$ cat config.mk
export PLATFORM = sky130hd
export DESIGN_NAME = space_vector_pwm_duty
export DESIGN_NICKNAME = d
export VERILOG_FILES = /design/src/sv/svpwm_pkg.sv /design/src/sv/svpwm_pipe_ctrl.sv /design/src/sv/svpwm_norm_div.sv /design/src/sv/svpwm_duty.sv /design/src/sv/space_vector_pwm_duty.sv
export SDC_FILE = /design/constraint.sdc
export NUM_CORES = 2
export LEC_CHECK = 0
export BUFFER_PORTS_ARGS = -buffer_cell sky130_fd_sc_hd__buf_2
export CORE_MARGIN = 5
export CORE_UTILIZATION = 70
export CTS_CLUSTER_SIZE = 14
export DETAILED_ROUTE_END_ITERATION = 8
export GPL_TIMING_DRIVEN = 0
export PLACE_DENSITY = 0.95
export SLEW_MARGIN = 10
export SYNTH_ARGS = -nofsm -noshare
export SYNTH_HDL_FRONTEND = slang
export SYNTH_HIERARCHICAL = 1
export SYNTH_SLANG_ARGS = --single-unit
$ cat constraint.sdc
create_clock -name i_clk -period 13.29 [get_ports i_clk]
set_clock_uncertainty 0.05 [all_clocks]
set_input_delay 0.6645 -clock i_clk [delete_from_list [all_inputs] [get_ports i_clk]]
set_output_delay 0.6645 -clock i_clk [all_outputs]
set_load 0.05 [all_outputs]
$ cat src/sv/svpwm_pkg.sv
// ----------------------------------------------------------------------------
// Space vector PWM duty package
// Shared widths, fixed-point constants, pipeline layout and the sector type.
// ----------------------------------------------------------------------------
`default_nettype none

package svpwm_pkg;

    // Field widths.
    localparam int DATA_W      = 16;
    localparam int DUTY_W      = 16;
    localparam int SECTOR_W    = 3;

    // Quotient of the normalizing division: Q2.16 magnitude, up to 2.0.
    localparam int QUO_W       = 18;
    localparam int LOW_W       = QUO_W - DATA_W;
    localparam int NORM_W      = QUO_W + 1;

    // Width of the sector terms and duty sums (covers +-2^21).
    localparam int T_W         = 22;

    // Fixed-point constants, Q16.
    localparam int Q_ONE           = 65536;
    localparam int Q_SAT           = 131072;
    localparam int K_INV_SQRT3     = 37838;
    localparam int K_TWO_INV_SQRT3 = 75675;
    localparam int ROUND_HALF      = 32768;
    localparam int Q_FRAC          = 16;
    localparam int DUTY_MAX        = 65535;

    // Pipeline layout: an input stage, the division stages, one saturation
    // stage, then the duty stages.
    localparam int DIV_BITS    = 2;
    localparam int DIV_STEPS   = QUO_W / DIV_BITS;
    localparam int NORM_STAGE  = DIV_STEPS + 1;
    localparam int DUTY_STAGES = 4;
    localparam int PIPE_DEPTH  = NORM_STAGE + 1 + DUTY_STAGES;

    typedef enum logic [SECTOR_W-1:0] {
        SECTOR_1 = 3'd0,
        SECTOR_2 = 3'd1,
        SECTOR_3 = 3'd2,
        SECTOR_4 = 3'd3,
        SECTOR_5 = 3'd4,
        SECTOR_6 = 3'd5
    } t_sector;

endpackage

`default_nettype wire

$ cat src/sv/svpwm_pipe_ctrl.sv
// ----------------------------------------------------------------------------
// Space vector PWM pipeline control
// Carries the valid bit of each stage and derives the per-stage load enables.
// ----------------------------------------------------------------------------
`default_nettype none

module svpwm_pipe_ctrl
    import svpwm_pkg::*;
(
    input  wire logic                  i_clk,
    input  wire logic                  i_rst_n,
    input  wire logic                  i_s_tvalid,
    output logic                       o_s_tready,
    output logic                       o_m_tvalid,
    input  wire logic                  i_m_tready,
    output logic [PIPE_DEPTH-1:0]      o_en
);

    logic [PIPE_DEPTH-1:0] r_valid;
    logic [PIPE_DEPTH-1:0] n_valid;
    logic [PIPE_DEPTH-1:0] w_en;

    // A stage may load when the output is taken or some stage at or after it
    // holds a bubble. Each enable is its own reduction, so no long chain forms.
    always_comb begin
        for (int k = 0; k < PIPE_DEPTH; k++) begin
            w_en[k] = i_m_tready
                    | ~&(r_valid | ((PIPE_DEPTH'(1) << k) - PIPE_DEPTH'(1)));
        end
    end

    always_comb begin
        n_valid = r_valid;
        if (w_en[0]) begin
            n_valid[0] = i_s_tvalid;
        end
        for (int k = 1; k < PIPE_DEPTH; k++) begin
            if (w_en[k]) begin
                n_valid[k] = r_valid[k-1];
            end
        end
    end

    always_ff @(posedge i_clk) begin
        if (!i_rst_n) begin
            r_valid <= '0;
        end else begin
            r_valid <= n_valid;
        end
    end

    assign o_en       = w_en;
    assign o_s_tready = w_en[0];
    assign o_m_tvalid = r_valid[PIPE_DEPTH-1];

    a_ready_when_out_empty: assert property (@(posedge i_clk) disable iff (!i_rst_n)
        !o_m_tvalid |-> o_s_tready)
        else $error("input not ready although the output stage is empty");

    a_ready_when_out_taken: assert property (@(posedge i_clk) disable iff (!i_rst_n)
        i_m_tready |-> o_s_tready)
        else $error("input not ready although the output is being taken");

    a_stall_holds_enable: assert property (@(posedge i_clk) disable iff (!i_rst_n)
        (&r_valid && !i_m_tready) |-> (w_en == '0))
        else $error("full pipeline advanced while the output was stalled");

endmodule

`default_nettype wire

$ cat src/sv/svpwm_norm_div.sv
// ----------------------------------------------------------------------------
// Space vector PWM normalizing divider
// Computes |v| * 2^16 / supply truncated, saturated to 2.0, sign restored,
// with a restoring divider that resolves two quotient bits per stage.
// ----------------------------------------------------------------------------
`default_nettype none

module svpwm_norm_div
    import svpwm_pkg::*;
(
    input  wire logic                     i_clk,
    input  wire logic [NORM_STAGE:0]      i_en,
    input  wire logic signed [DATA_W-1:0] i_volt,
    input  wire logic [DATA_W-1:0]        i_supply,
    output logic signed [NORM_W-1:0]      o_norm
);

    localparam logic [QUO_W-1:0] SAT_Q = QUO_W'(Q_SAT);

    logic [DATA_W-1:0]       w_mag;
    logic                    w_ovf;

    logic [LOW_W-1:0]        r_low;
    logic [DATA_W-1:0]       r_rem [0:DIV_STEPS];
    logic [QUO_W-1:0]        r_q   [0:DIV_STEPS];
    logic [DATA_W-1:0]       r_div [0:DIV_STEPS];
    logic                    r_ovf [0:DIV_STEPS];
    logic                    r_neg [0:DIV_STEPS];
    logic [DATA_W-1:0]       n_rem [1:DIV_STEPS];
    logic [QUO_W-1:0]        n_q   [1:DIV_STEPS];
    logic signed [NORM_W-1:0] r_norm;
    logic signed [NORM_W-1:0] n_norm;
    logic [QUO_W-1:0]        w_tail;

    assign w_mag = i_volt[DATA_W-1] ? DATA_W'(-i_volt) : DATA_W'(i_volt);

    // The quotient cannot fit in QUO_W bits when |v| >= supply * 2^LOW_W;
    // that case saturates anyway.
    assign w_ovf = {{LOW_W{1'b0}}, w_mag} >= {i_supply, {LOW_W{1'b0}}};

    // Dividend bits not yet shifted in after the initial remainder.
    assign w_tail = {r_low, {(QUO_W-LOW_W){1'b0}}};

    always_comb begin
        logic [DATA_W-1:0] rem;
        logic [QUO_W-1:0]  quo;
        logic [DATA_W:0]   trial;
        logic              ge;
        rem   = '0;
        quo   = '0;
        trial = '0;
        ge    = 1'b0;
        for (int s = 1; s <= DIV_STEPS; s++) begin
            rem = r_rem[s-1];
            quo = r_q[s-1];
            for (int b = 0; b < DIV_BITS; b++) begin
                trial = {rem, w_tail[QUO_W-1-((s-1)*DIV_BITS+b)]};
                ge    = trial >= {1'b0, r_div[s-1]};
                rem   = ge ? DATA_W'(trial - {1'b0, r_div[s-1]}) : trial[DATA_W-1:0];
                quo   = {quo[QUO_W-2:0], ge};
            end
            n_rem[s] = rem;
            n_q[s]   = quo;
        end
    end

    always_comb begin
        logic [QUO_W-1:0] mag_q;
        mag_q  = (r_ovf[DIV_STEPS] || (r_q[DIV_STEPS] > SAT_Q)) ? SAT_Q : r_q[DIV_STEPS];
        n_norm = r_neg[DIV_STEPS] ? -$signed(NORM_W'(mag_q)) : $signed(NORM_W'(mag_q));
    end

    always_ff @(posedge i_clk) begin
        if (i_en[0]) begin
            r_rem[0] <= {{LOW_W{1'b0}}, w_mag[DATA_W-1:LOW_W]};
            r_low    <= w_mag[LOW_W-1:0];
            r_q[0]   <= '0;
            r_div[0] <= i_supply;
            r_ovf[0] <= w_ovf;
            r_neg[0] <= i_volt[DATA_W-1];
        end
        for (int s = 1; s <= DIV_STEPS; s++) begin
            if (i_en[s]) begin
                r_rem[s] <= n_rem[s];
                r_q[s]   <= n_q[s];
                r_div[s] <= r_div[s-1];
                r_ovf[s] <= r_ovf[s-1];
                r_neg[s] <= r_neg[s-1];
            end
        end
        if (i_en[NORM_STAGE]) begin
            r_norm <= n_norm;
        end
    end

    assign o_norm = r_norm;

endmodule

`default_nettype wire

$ cat src/sv/svpwm_duty.sv
// ----------------------------------------------------------------------------
// Space vector PWM duty stages
// Scales beta by 1/sqrt3 and 2/sqrt3, picks the sector, forms the two active
// vector times and the three clamped phase duties over four stages.
// ----------------------------------------------------------------------------
`default_nettype none

module svpwm_duty
    import svpwm_pkg::*;
(
    input  wire logic                     i_clk,
    input  wire logic [DUTY_STAGES-1:0]   i_en,
    input  wire logic signed [NORM_W-1:0] i_alpha,
    input  wire logic signed [NORM_W-1:0] i_beta,
    input  wire logic                     i_fault,
    output logic [DUTY_W-1:0]             o_duty_u,
    output logic [DUTY_W-1:0]             o_duty_v,
    output logic [DUTY_W-1:0]             o_duty_w,
    output logic [SECTOR_W-1:0]           o_sector,
    output logic                          o_fault
);

    localparam int PROD_W = 38;
    localparam logic signed [17:0]       K1_S     = 18'(K_INV_SQRT3);
    localparam logic signed [17:0]       K2_S     = 18'(K_TWO_INV_SQRT3);
    localparam logic signed [PROD_W-1:0] ROUND_S  = PROD_W'(ROUND_HALF);
    localparam logic signed [T_W-1:0]    Q_ONE_S  = T_W'(Q_ONE);
    localparam logic signed [T_W-1:0]    DMAX_S   = T_W'(DUTY_MAX);

    function automatic logic [DUTY_W-1:0] clamp_duty(input logic signed [T_W-1:0] d);
        logic [DUTY_W-1:0] res;
        if (d < 0) begin
            res = '0;
        end else if (d > DMAX_S) begin
            res = DUTY_W'(DUTY_MAX);
        end else begin
            res = d[DUTY_W-1:0];
        end
        return res;
    endfunction

    // Stage one: constant multiplies with rounding to nearest, ties upward.
    logic signed [PROD_W-1:0] w_prod_1;
    logic signed [PROD_W-1:0] w_prod_2;
    logic signed [PROD_W-1:0] w_rnd_1;
    logic signed [PROD_W-1:0] w_rnd_2;
    logic signed [NORM_W-1:0] r_a;
    logic signed [T_W-1:0]    r_kb;
    logic signed [T_W-1:0]    r_k2b;
    logic                     r_b_neg;
    logic                     r_fault_1;

    assign w_prod_1 = i_beta * K1_S;
    assign w_prod_2 = i_beta * K2_S;
    assign w_rnd_1  = (w_prod_1 + ROUND_S) >>> Q_FRAC;
    assign w_rnd_2  = (w_prod_2 + ROUND_S) >>> Q_FRAC;

    always_ff @(posedge i_clk) begin
        if (i_en[0]) begin
            r_a       <= i_alpha;
            r_kb      <= T_W'(w_rnd_1);
            r_k2b     <= T_W'(w_rnd_2);
            r_b_neg   <= i_beta[NORM_W-1];
            r_fault_1 <= i_fault;
        end
    end

    // Stage two: sector decision and the two active times, ordered so that
    // the second duty is first minus x and the third is second minus y.
    t_sector                 n_sector;
    logic signed [T_W-1:0]   n_x;
    logic signed [T_W-1:0]   n_y;
    t_sector                 r_sector_2;
    logic signed [T_W-1:0]   r_x_2;
    logic signed [T_W-1:0]   r_y_2;
    logic                    r_fault_2;

    always_comb begin
        logic signed [T_W-1:0] a;
        logic                  a_neg;
        a     = T_W'(r_a);
        a_neg = r_a[NORM_W-1];
        // A tie in the compare takes the else choice of each branch.
        if (!r_b_neg) begin
            if (!a_neg) begin
                n_sector = (r_kb > a) ? SECTOR_2 : SECTOR_1;
            end else begin
                n_sector = (-r_kb > a) ? SECTOR_3 : SECTOR_2;
            end
        end else begin
            if (!a_neg) begin
                n_sector = (-r_kb > a) ? SECTOR_5 : SECTOR_6;
            end else begin
                n_sector = (r_kb > a) ? SECTOR_4 : SECTOR_5;
            end
        end
        unique case (n_sector)
            SECTOR_1: begin
                n_x = a - r_kb;
                n_y = r_k2b;
            end
            SECTOR_2: begin
                n_x = r_kb - a;
                n_y = a + r_kb;
            end
            SECTOR_3: begin
                n_x = r_k2b;
                n_y = -a - r_kb;
            end
            SECTOR_4: begin
                n_x = -r_k2b;
                n_y = r_kb - a;
            end
            SECTOR_5: begin
                n_x = -a - r_kb;
                n_y = a - r_kb;
            end
            default: begin
                n_x = a + r_kb;
                n_y = -r_k2b;
            end
        endcase
    end

    always_ff @(posedge i_clk) begin
        if (i_en[1]) begin
            r_sector_2 <= n_sector;
            r_x_2      <= n_x;
            r_y_2      <= n_y;
            r_fault_2  <= r_fault_1;
        end
    end

    // Stage three: the leading duty, floor of half of (1 + t1 + t2).
    logic signed [T_W-1:0]   w_sum;
    logic signed [T_W-1:0]   r_h_3;
    logic signed [T_W-1:0]   r_x_3;
    logic signed [T_W-1:0]   r_y_3;
    t_sector                 r_sector_3;
    logic                    r_fault_3;

    assign w_sum = Q_ONE_S + r_x_2 + r_y_2;

    always_ff @(posedge i_clk) begin
        if (i_en[2]) begin
            r_h_3      <= w_sum >>> 1;
            r_x_3      <= r_x_2;
            r_y_3      <= r_y_2;
            r_sector_3 <= r_sector_2;
            r_fault_3  <= r_fault_2;
        end
    end

    // Stage four: remaining duties, clamping and routing to the phases.
    logic signed [T_W-1:0]   w_d2;
    logic signed [T_W-1:0]   w_d3;
    logic [DUTY_W-1:0]       w_c1;
    logic [DUTY_W-1:0]       w_c2;
    logic [DUTY_W-1:0]       w_c3;
    logic [DUTY_W-1:0]       n_u;
    logic [DUTY_W-1:0]       n_v;
    logic [DUTY_W-1:0]       n_w;
    logic [DUTY_W-1:0]       r_u;
    logic [DUTY_W-1:0]       r_v;
    logic [DUTY_W-1:0]       r_w;
    t_sector                 r_sector_4;
    logic                    r_fault_4;

    assign w_d2 = r_h_3 - r_x_3;
    assign w_d3 = w_d2 - r_y_3;
    assign w_c1 = clamp_duty(r_h_3);
    assign w_c2 = clamp_duty(w_d2);
    assign w_c3 = clamp_duty(w_d3);

    always_comb begin
        unique case (r_sector_3)
            SECTOR_1: begin
                n_u = w_c1; n_v = w_c2; n_w = w_c3;
            end
            SECTOR_2: begin
                n_v = w_c1; n_u = w_c2; n_w = w_c3;
            end
            SECTOR_3: begin
                n_v = w_c1; n_w = w_c2; n_u = w_c3;
            end
            SECTOR_4: begin
                n_w = w_c1; n_v = w_c2; n_u = w_c3;
            end
            SECTOR_5: begin
                n_w = w_c1; n_u = w_c2; n_v = w_c3;
            end
            default: begin
                n_u = w_c1; n_w = w_c2; n_v = w_c3;
            end
        endcase
    end

    always_ff @(posedge i_clk) begin
        if (i_en[3]) begin
            r_fault_4 <= r_fault_3;
            if (r_fault_3) begin
                r_u        <= '0;
                r_v        <= '0;
                r_w        <= '0;
                r_sector_4 <= SECTOR_1;
            end else begin
                r_u        <= n_u;
                r_v        <= n_v;
                r_w        <= n_w;
                r_sector_4 <= r_sector_3;
            end
        end
    end

    assign o_duty_u = r_u;
    assign o_duty_v = r_v;
    assign o_duty_w = r_w;
    assign o_sector = r_sector_4;
    assign o_fault  = r_fault_4;

endmodule

`default_nettype wire

$ cat src/sv/space_vector_pwm_duty.sv
// ----------------------------------------------------------------------------
// Space vector PWM duty generator
// Turns an alpha/beta voltage command and the supply voltage into three phase
// duties using sector-based space vector modulation.
// ----------------------------------------------------------------------------
// Usage:
//   Slave channel: one item per update, tdata = {supply, beta, alpha}.
//   Master channel: one item per input, tdata = three Q0.16 duties, tuser =
//   sector number minus one and the supply fault flag.
//   From acceptance to the result on the master side an item passes through
//   one input stage, nine divider stages resolving two quotient bits each,
//   one saturation stage, then four duty stages (multiply, sector choice,
//   leading duty, clamp and routing).
//   Throughput is one item per cycle unless a stalled receiver has let the
//   pipeline fill; every stage carries its own valid bit. A zero supply gives
//   all duties zero, sector 0 and the fault flag set. Reset empties the
//   pipeline; no state carries over between items. When the receiver stalls,
//   results stay in place and the stages behind them keep filling bubbles, so
//   the slave side still accepts items until all 15 stages hold one.
// ----------------------------------------------------------------------------
`default_nettype none

module space_vector_pwm_duty
    import svpwm_pkg::*;
(
    input  wire logic        i_clk,
    input  wire logic        i_rst_n,
    input  wire logic        i_s_tvalid,
    output logic             o_s_tready,
    input  wire logic [47:0] i_s_tdata,   // [15:0] volt_alpha, [31:16] volt_beta,
                                          // [47:32] supply_volt
    output logic             o_m_tvalid,
    input  wire logic        i_m_tready,
    output logic [47:0]      o_m_tdata,   // [15:0] duty_u, [31:16] duty_v, [47:32] duty_w
    output logic [3:0]       o_m_tuser    // [2:0] sector_index, [3] supply_fault
);

    logic [PIPE_DEPTH-1:0]    w_en;
    logic signed [DATA_W-1:0] w_alpha;
    logic signed [DATA_W-1:0] w_beta;
    logic [DATA_W-1:0]        w_supply;
    logic signed [NORM_W-1:0] w_norm_a;
    logic signed [NORM_W-1:0] w_norm_b;
    logic                     r_fault [0:NORM_STAGE];
    logic [DUTY_W-1:0]        w_duty_u;
    logic [DUTY_W-1:0]        w_duty_v;
    logic [DUTY_W-1:0]        w_duty_w;
    logic [SECTOR_W-1:0]      w_sector;
    logic                     w_fault;

    assign w_alpha  = $signed(i_s_tdata[15:0]);
    assign w_beta   = $signed(i_s_tdata[31:16]);
    assign w_supply = i_s_tdata[47:32];

    svpwm_pipe_ctrl u_ctrl (
        .i_clk      (i_clk),
        .i_rst_n    (i_rst_n),
        .i_s_tvalid (i_s_tvalid),
        .o_s_tready (o_s_tready),
        .o_m_tvalid (o_m_tvalid),
        .i_m_tready (i_m_tready),
        .o_en       (w_en)
    );

    svpwm_norm_div u_div_alpha (
        .i_clk    (i_clk),
        .i_en     (w_en[NORM_STAGE:0]),
        .i_volt   (w_alpha),
        .i_supply (w_supply),
        .o_norm   (w_norm_a)
    );

    svpwm_norm_div u_div_beta (
        .i_clk    (i_clk),
        .i_en     (w_en[NORM_STAGE:0]),
        .i_volt   (w_beta),
        .i_supply (w_supply),
        .o_norm   (w_norm_b)
    );

    // The supply fault rides alongside the divider stages.
    always_ff @(posedge i_clk) begin
        if (w_en[0]) begin
            r_fault[0] <= (w_supply == '0);
        end
        for (int s = 1; s <= NORM_STAGE; s++) begin
            if (w_en[s]) begin
                r_fault[s] <= r_fault[s-1];
            end
        end
    end

    svpwm_duty u_duty (
        .i_clk    (i_clk),
        .i_en     (w_en[PIPE_DEPTH-1:NORM_STAGE+1]),
        .i_alpha  (w_norm_a),
        .i_beta   (w_norm_b),
        .i_fault  (r_fault[NORM_STAGE]),
        .o_duty_u (w_duty_u),
        .o_duty_v (w_duty_v),
        .o_duty_w (w_duty_w),
        .o_sector (w_sector),
        .o_fault  (w_fault)
    );

    assign o_m_tdata = {w_duty_w, w_duty_v, w_duty_u};
    assign o_m_tuser = {w_fault, w_sector};

    a_fault_zeroes_duties: assert property (@(posedge i_clk) disable iff (!i_rst_n)
        (o_m_tvalid && o_m_tuser[3]) |-> (o_m_tdata == '0 && o_m_tuser[2:0] == '0))
        else $error("supply fault item carries nonzero duties or sector");

    a_sector_in_range: assert property (@(posedge i_clk) disable iff (!i_rst_n)
        o_m_tvalid |-> (o_m_tuser[2:0] <= 3'd5))
        else $error("sector index out of range");

    a_reset_empties: assert property (@(posedge i_clk)
        !i_rst_n |=> !o_m_tvalid)
        else $error("result valid right after reset");

endmodule

`default_nettype wire

# --- Yosys cells after proc, flatten, opt, wreduce, memory -nomap -nowiden ---
# Memory sizes are Yosys's and may differ from the RTL's. A register that Yosys moved wholly into a read port is not among the register bits.
# Cells that the tools add are included.
# Widths: inputs -> output; s select.
word_totals:
  reg_bits: 290
  mem_count: 11
  out_inout_bits: 54
  inputBits: 52
  latchBits: 0
  ramBits: 1051
  mem_bits_ro: 0
classes:
  add_sub_neg: 53
  multipliers: 2
  n_div: 0
  n_shift: 0
  eq_ne: 8
  n_reduce_logical: 40
  bitwise: 15
  magnitude_cmp: 48
  n_mux: 82
memory_table:
  columns: ["memory", "words", "word_bits", "rd", "rd_ports_with_merged_regs", "write_ports", "line", "text"]
  rows:
  - ["u_div_alpha.r_q", 10, 18, 10, 0, 10, "svpwm_norm_div.sv:25", "logic [QUO_W-1:0] r_q [0:DIV_STEPS];"]
  - ["u_div_beta.r_q", 10, 18, 10, 0, 10, "svpwm_norm_div.sv:25", null]
  - ["u_div_alpha.r_div", 10, 16, 9, 0, 10, "svpwm_norm_div.sv:26", "logic [DATA_W-1:0] r_div [0:DIV_STEPS];"]
  - ["u_div_alpha.r_rem", 10, 16, 9, 0, 10, "svpwm_norm_div.sv:24", "logic [DATA_W-1:0] r_rem [0:DIV_STEPS];"]
  - ["u_div_beta.r_div", 10, 16, 9, 0, 10, "svpwm_norm_div.sv:26", null]
  - ["u_div_beta.r_rem", 10, 16, 9, 0, 10, "svpwm_norm_div.sv:24", null]
  - ["5 more memories", null, null, null, null, null, null, null]
op_table:
  columns: ["op", "count"]
  rows:
  - ["$mux 16", 44]
  - ["$ge 17x16->1", 36]
  - ["$sub 16x16->16", 36]
  - ["$pmux 22 s5", 2]
  - ["$pmux 16 s2", 3]
  - ["$add 38x17->38 const B", 2]
  - ["$mux 18", 4]
  - ["$gt 22x17->1 const B", 2]
  - ["$gt 22x19->1", 2]
  - ["$lt 22x1->1 const B", 2]
  - ["$neg 22->22", 2]
  - ["$sub 22x22->22", 2]
  - ["$neg 18->19", 2]
  - ["$mul 19x18->37 const B", 1]
  - ["$ge 16x18->1", 2]
  - ["$gt 18x18->1 const B", 2]
  - ["$mul 19x16->35 const B", 1]
  - ["$neg 16->16", 2]
  - ["$mux 1", 24]
  - ["$add 18x22->22 const A", 1]
  - ["$add 19x22->22", 1]
  - ["$add 22x22->22", 1]
  - ["$neg 19->22", 1]
  - ["$sub 19x22->22", 1]
  - ["other kinds (29)", 72]

# --- Longest topological paths before layout ---
depth:
  depth_word: 7
  ltp_mapped: 25
  depth_no_buf: 25

# --- Modules after synthesis ---
# Netlist, hierarchy kept.
by_module_without_submodules:
  columns: ["mod", "n_inst", "area_each_um2", "cells_per_inst"]
  rows:
  - ["svpwm_duty", 1, 30289.0, 3270]
  - ["svpwm_norm_div (u_div_beta)", 1, 29759.8, 2836]
  - ["svpwm_norm_div (u_div_alpha)", 1, 29495.8, 2788]
  - ["svpwm_pipe_ctrl", 1, 698.2, 77]
  - ["space_vector_pwm_duty", 1, 371.6, 17]

# --- Worst setup path before layout ---
# OpenSTA, ideal clock, no wires.
synth_timing:
  path_kind: "reg2reg"
  startpoint: "register u_div_beta.r_norm[18], in the netlist u_div_beta/o_norm[18]"
  endpoint: "register u_duty.r_kb[18], data pin"
  arrival_time_ps: 6503
  setup_ps: 269
  n_path_buf: 0
  slack_ps: 6467
  path_stages_with_launch: 21
  path_cell_list: "edfxtp_1 -> ha_1 -> inv_1 -> fa_1 -> fa_1 -> fa_1 -> inv_1 -> fa_1 -> inv_1 -> fa_1 -> ha_1 -> a21o_1 -> a21o_1 -> a221oi_1 -> o21a_1 -> a21boi_0 -> or4_1 -> and3_1 -> and4_1 -> nand3_1 -> xor3_1"
synth_via:
  elab_chain_cells: 2
synth_lines:
  columns: ["item", "line", "text"]
  rows:
  - ["start: declaration", "svpwm_norm_div.sv:31", "logic signed [NORM_W-1:0] r_norm;"]
  - ["start signal: assignment", "svpwm_norm_div.sv:92", "r_norm <= n_norm;"]
  - ["$mul 19x16->35", "svpwm_duty.sv:53", "assign w_prod_1 = i_beta * K1_S;"]
  - ["$add 38x17->38", "svpwm_duty.sv:55", "assign w_rnd_1 = (w_prod_1 + ROUND_S) >>> Q_FRAC;"]
  - ["net u_duty.w_rnd_1[18]", "svpwm_duty.sv:45", "logic signed [PROD_W-1:0] w_rnd_1;"]
  - ["end signal: assignment", "svpwm_duty.sv:61", "r_kb <= T_W'(w_rnd_1);"]
  - ["end: declaration", "svpwm_duty.sv:48", "logic signed [T_W-1:0] r_kb;"]
# The timed path passes the listed nets, and every way through them passes these cells.
# A chain may end at the register's enable or synchronous reset.

# --- Final worst setup path ---
layout_timing:
  startpoint: "register u_div_beta.r_norm[17], in the netlist u_div_beta/o_norm[17]"
  endpoint: "register u_duty.r_kb[21], data pin"
# The elaborated chain is that of the path after synthesis.

==> results.json <==
{
  "status": "complete, but fails checks",
  "violations": "design-rule violations",
  "vias_per_cell": 6.685,
  "cap_violations": 0,
  "drt_wl_total_microns": 246000,
  "hold_violations": 0,
  "vias": 74016,
  "syn_area_per_cell_sq_um": 10.08,
  "routedWlPerCell_microns": 22.22,
  "fin_area_sq_um": 97670,
  "post_cts_buffers": 0,
  "ant_nets": 0,
  "ctsHoldBuffers": 0,
  "synth_edf_count": 1079,
  "async_flop_share": 0,
  "fp.dieH_microns": 369.8,
  "max_freq_ghz": 0.1174,
  "setup_tns_ps": 0,
  "fin_crit_sh": 0.6409,
  "critical_path_arrival_ps": 8970,
  "ys_warn_count": 6,
  "area_growth_pct": 7.790,
  "worst_setup_hold_path_clk_slew_ps": 60,
  "cts.repair.resized": 0,
  "tightestPinTransition_ps": 1141,
  "rsz0062_at_grt": "false",
  "first_iter_violations": 8978,
  "nets": 10524,
  "dieArea_sq_um": 136700,
  "htree_levels": 3,
  "drive_above_1_share": 0.09433,
  "grt_pass1_wl_microns": 389500,
  "ys_seq_area_frac": 0.3609,
  "die_w_microns": 369.8,
  "hp-class": "primary input to flop",
  "synthFlopType": "edfxtp_1",
  "synthDistinctLibCells": 123,
  "grt_max_degree": 70,
  "grt-ovfl-total": 0,
  "cp-start-kind": "flop",
  "drc_errors": 12,
  "fill_cells": 8108,
  "fp-row-count": 132,
  "crit_required_ps": 13740,
  "cts_made_buffers": 115,
  "critical_path_class": "flop to flop",
  "cts.sinks": 1094,
  "slew_viol_final": 0,
  "clkLatencyLatePin_ps": 780,
  "cts_tree": "done",
  "end_kind": "flop",
  "portBuffers": 104,
  "finalCriticalPeriod_ps": 8518,
  "dr.pass1.iters": 9,
  "gp_routability_congestion": 1.027,
  "place_area_sq_um": 93790,
  "boundaryPins": 106,
  "syn_inst": 8988,
  "clk_path_buf_depth": 3,
  "netlist_area_sq_um": 90610,
  "root_buffer": "clkbuf_16",
  "antenna_found_initial": 2,
  "grt_pass1_vias": 73675,
  "grt.total_usage": 0.3515,
  "core_sq_um": 129200,
  "relSlewSlack": 0.2378,
  "finalSetupViolCount": 0,
  "dp_hpwl_microns": 187200,
  "start_util": 0.7016,
  "syn-num-nets": 10281,
  "cp_max_fo": 8,
  "synth-seq-cells": 1094
}
==> layer usage <==
metal | GRT usage | up-vias | wire length [microns] | part of all wire
li1 | - | 33325 | - | -
met1 | 0.4447 | 35195 | 93430 | 0.38
met2 | 0.6012 | 4512 | 117600 | 0.48
met3 | 0.05576 | 984 | 22720 | 0.092
met4 | 0.1524 | 0 | 12250 | 0.050
met5 | 0 | - | 0 | 0
==> critical path, cell delays in order (launching register included) <==
cell	delay, ps
edfxtp_1	460
clkbuf_1	350
inv_1	280
ha_1	570
inv_1	190
ha_1	350
inv_1	70
fa_1	530
inv_1	50
fa_1	470
inv_1	80
fa_1	530
inv_1	60
fa_1	480
ha_1	400
nand3_1	130
nor2_1	180
nand4_1	210
nor4_1	880
o21ai_0	290
a2111oi_0	650
and3_1	310
and4_1	320
nand4_1	190
nor2b_1	190
==> registers in the layout, indices dropped and copies added, names as in the netlist, 90 cells and up <==
signal	count
u_div_alpha/r_rem	142
u_div_beta/r_q	90
u_div_alpha/r_div	144
u_div_beta/r_rem	142
u_div_alpha/r_q	90
u_div_beta/r_div	144
==> Yosys cell counts, types with 23 or more instances <==
master	n	area (sq um)
a2111oi_0	23	201.4
a211o_1	23	201.4
a211oi_1	91	683.2
a21boi_0	30	225.2
a21o_1	199	1494
a21oi_1	549	2748
a221o_1	40	400.4
a221oi_1	32	280.3
a31oi_1	91	569.3
and2_1	62	387.9
and3_1	54	337.8
and4_1	25	219.0
buf_2	35	175.2
clkbuf_1	113	424.2
edfxtp_1	1079	32400
fa_1	233	4664
ha_1	1008	12610
inv_1	1030	3866
mux2_2	338	3806
mux2i_1	29	290.3
nand2_1	511	1918
nand2b_1	101	631.9
nand3_1	163	815.8
nand4_1	107	669.4
nor2_1	574	2155
nor2b_1	97	606.8
nor3_1	190	950.9
nor4_1	58	362.9
o211ai_1	52	390.4
o21a_1	132	991.0
o21ai_0	421	2107
o21bai_1	89	668.1
o221ai_1	24	210.2
o22ai_1	38	237.7
o31a_1	33	289.0
o31ai_1	71	533.0
or2_2	52	325.3
or3_1	65	406.6
xnor2_1	484	4239
xor2_1	205	1795
==> cell type report <==
cell class / instances / area [sq um] / share of cell area
diodes: 1 / 2.502 / 0.00002562
flip-flops and latches: 1094 / 32700 / 0.3348
repair buffers: 126 / 937.1 / 0.009595
inverters: 1042 / 3921 / 0.04015
clock buffers: 129 / 2952 / 0.03022
clock inverters: 86 / 930.9 / 0.009531
plain buffers: 174 / 777.0 / 0.007955
multi-input cells: 6678 / 53270 / 0.5454
well taps: 1742 / 2180 / 0.02232
==> cells in the final DEF (no fill, tap or decap), types with 52 or more instances in the layout <==
cell type | synthesis | layout
inv_1 | 1030 | 1025
clkbuf_1 | 113 | 126
clkbuf_16 | 0 | 116
nor3_1 | 190 | 190
buf_2 | 35 | 139
or3_1 | 65 | 65
fa_1 | 233 | 233
a211oi_1 | 91 | 91
edfxtp_1 | 1079 | 1079
nand4_1 | 107 | 107
o21ai_0 | 421 | 421
o211ai_1 | 52 | 52
and3_1 | 54 | 54
nand2b_1 | 101 | 100
xor2_1 | 205 | 205
nor2b_1 | 97 | 97
a31oi_1 | 91 | 91
nor4_1 | 58 | 57
a21o_1 | 199 | 199
a21oi_1 | 549 | 549
o21bai_1 | 89 | 89
o21a_1 | 132 | 132
nand3_1 | 163 | 162
o31ai_1 | 71 | 71
nor2_1 | 574 | 574
nand2_1 | 511 | 507
or2_2 | 52 | 52
and2_1 | 62 | 62
xnor2_1 | 484 | 484
mux2_2 | 338 | 338
ha_1 | 1008 | 1008
==> stage by stage <==
| step | cells | hold WS, ps | utilization | setup WS (ps) |
|---|---|---|---|---|
| after floorplan | 8988 | 350.3 | - | 6467 |
| after global placement | 10834 | 350.3 | 0.7225 | 5309 |
| after detailed placement | 10856 | 354.5 | 0.7262 | 5130 |
| after CTS | 11071 | 26.14 | 0.7562 | 5063 |
| after global routing | 11071 | 54.65 | 0.7562 | 4302 |
| final | 11072 | 69.14 | 0.7563 | 4772 |
==> kinds of logic (layout without fill, tap and decap cells) <==
| group | after synthesis | after routing | synth area share |
|---|---|---|---|
| other cells | 0 | 1 | 0 |
| mux | 383 | 383 | 0.04786 |
| fa+ha+maj | 1241 | 1241 | 0.1907 |
| simple gates | 2151 | 2151 | 0.1171 |
| xor+xnor | 691 | 691 | 0.06716 |
| buf+inv | 1216 | 1557 | 0.05174 |
| compound gates | 2212 | 2212 | 0.1646 |
| flops | 1094 | 1094 | 0.3609 |
==> path summary, 6_finish.rpt <==
| check | cells after the start | from | end | slack (ps) |
|---|---|---|---|---|
| worst min-delay path | 1 | i_s_tdata[0] | u_div_alpha/r_low[0] | 70 |
| worst max register to register | 24 | u_div_beta/o_norm[17] | u_duty/r_kb[21] | 4770 |
| worst max-delay path | 24 | u_div_beta/o_norm[17] | u_duty/r_kb[21] | 4770 |
| worst min register to register | 0 | u_div_beta/r_ovf[1] | u_div_beta/r_ovf[2] | 360 |
Power is left out: the tool's default activity adds up to more than one toggle a clock period on the data nets, which glitch-free logic cannot reach.
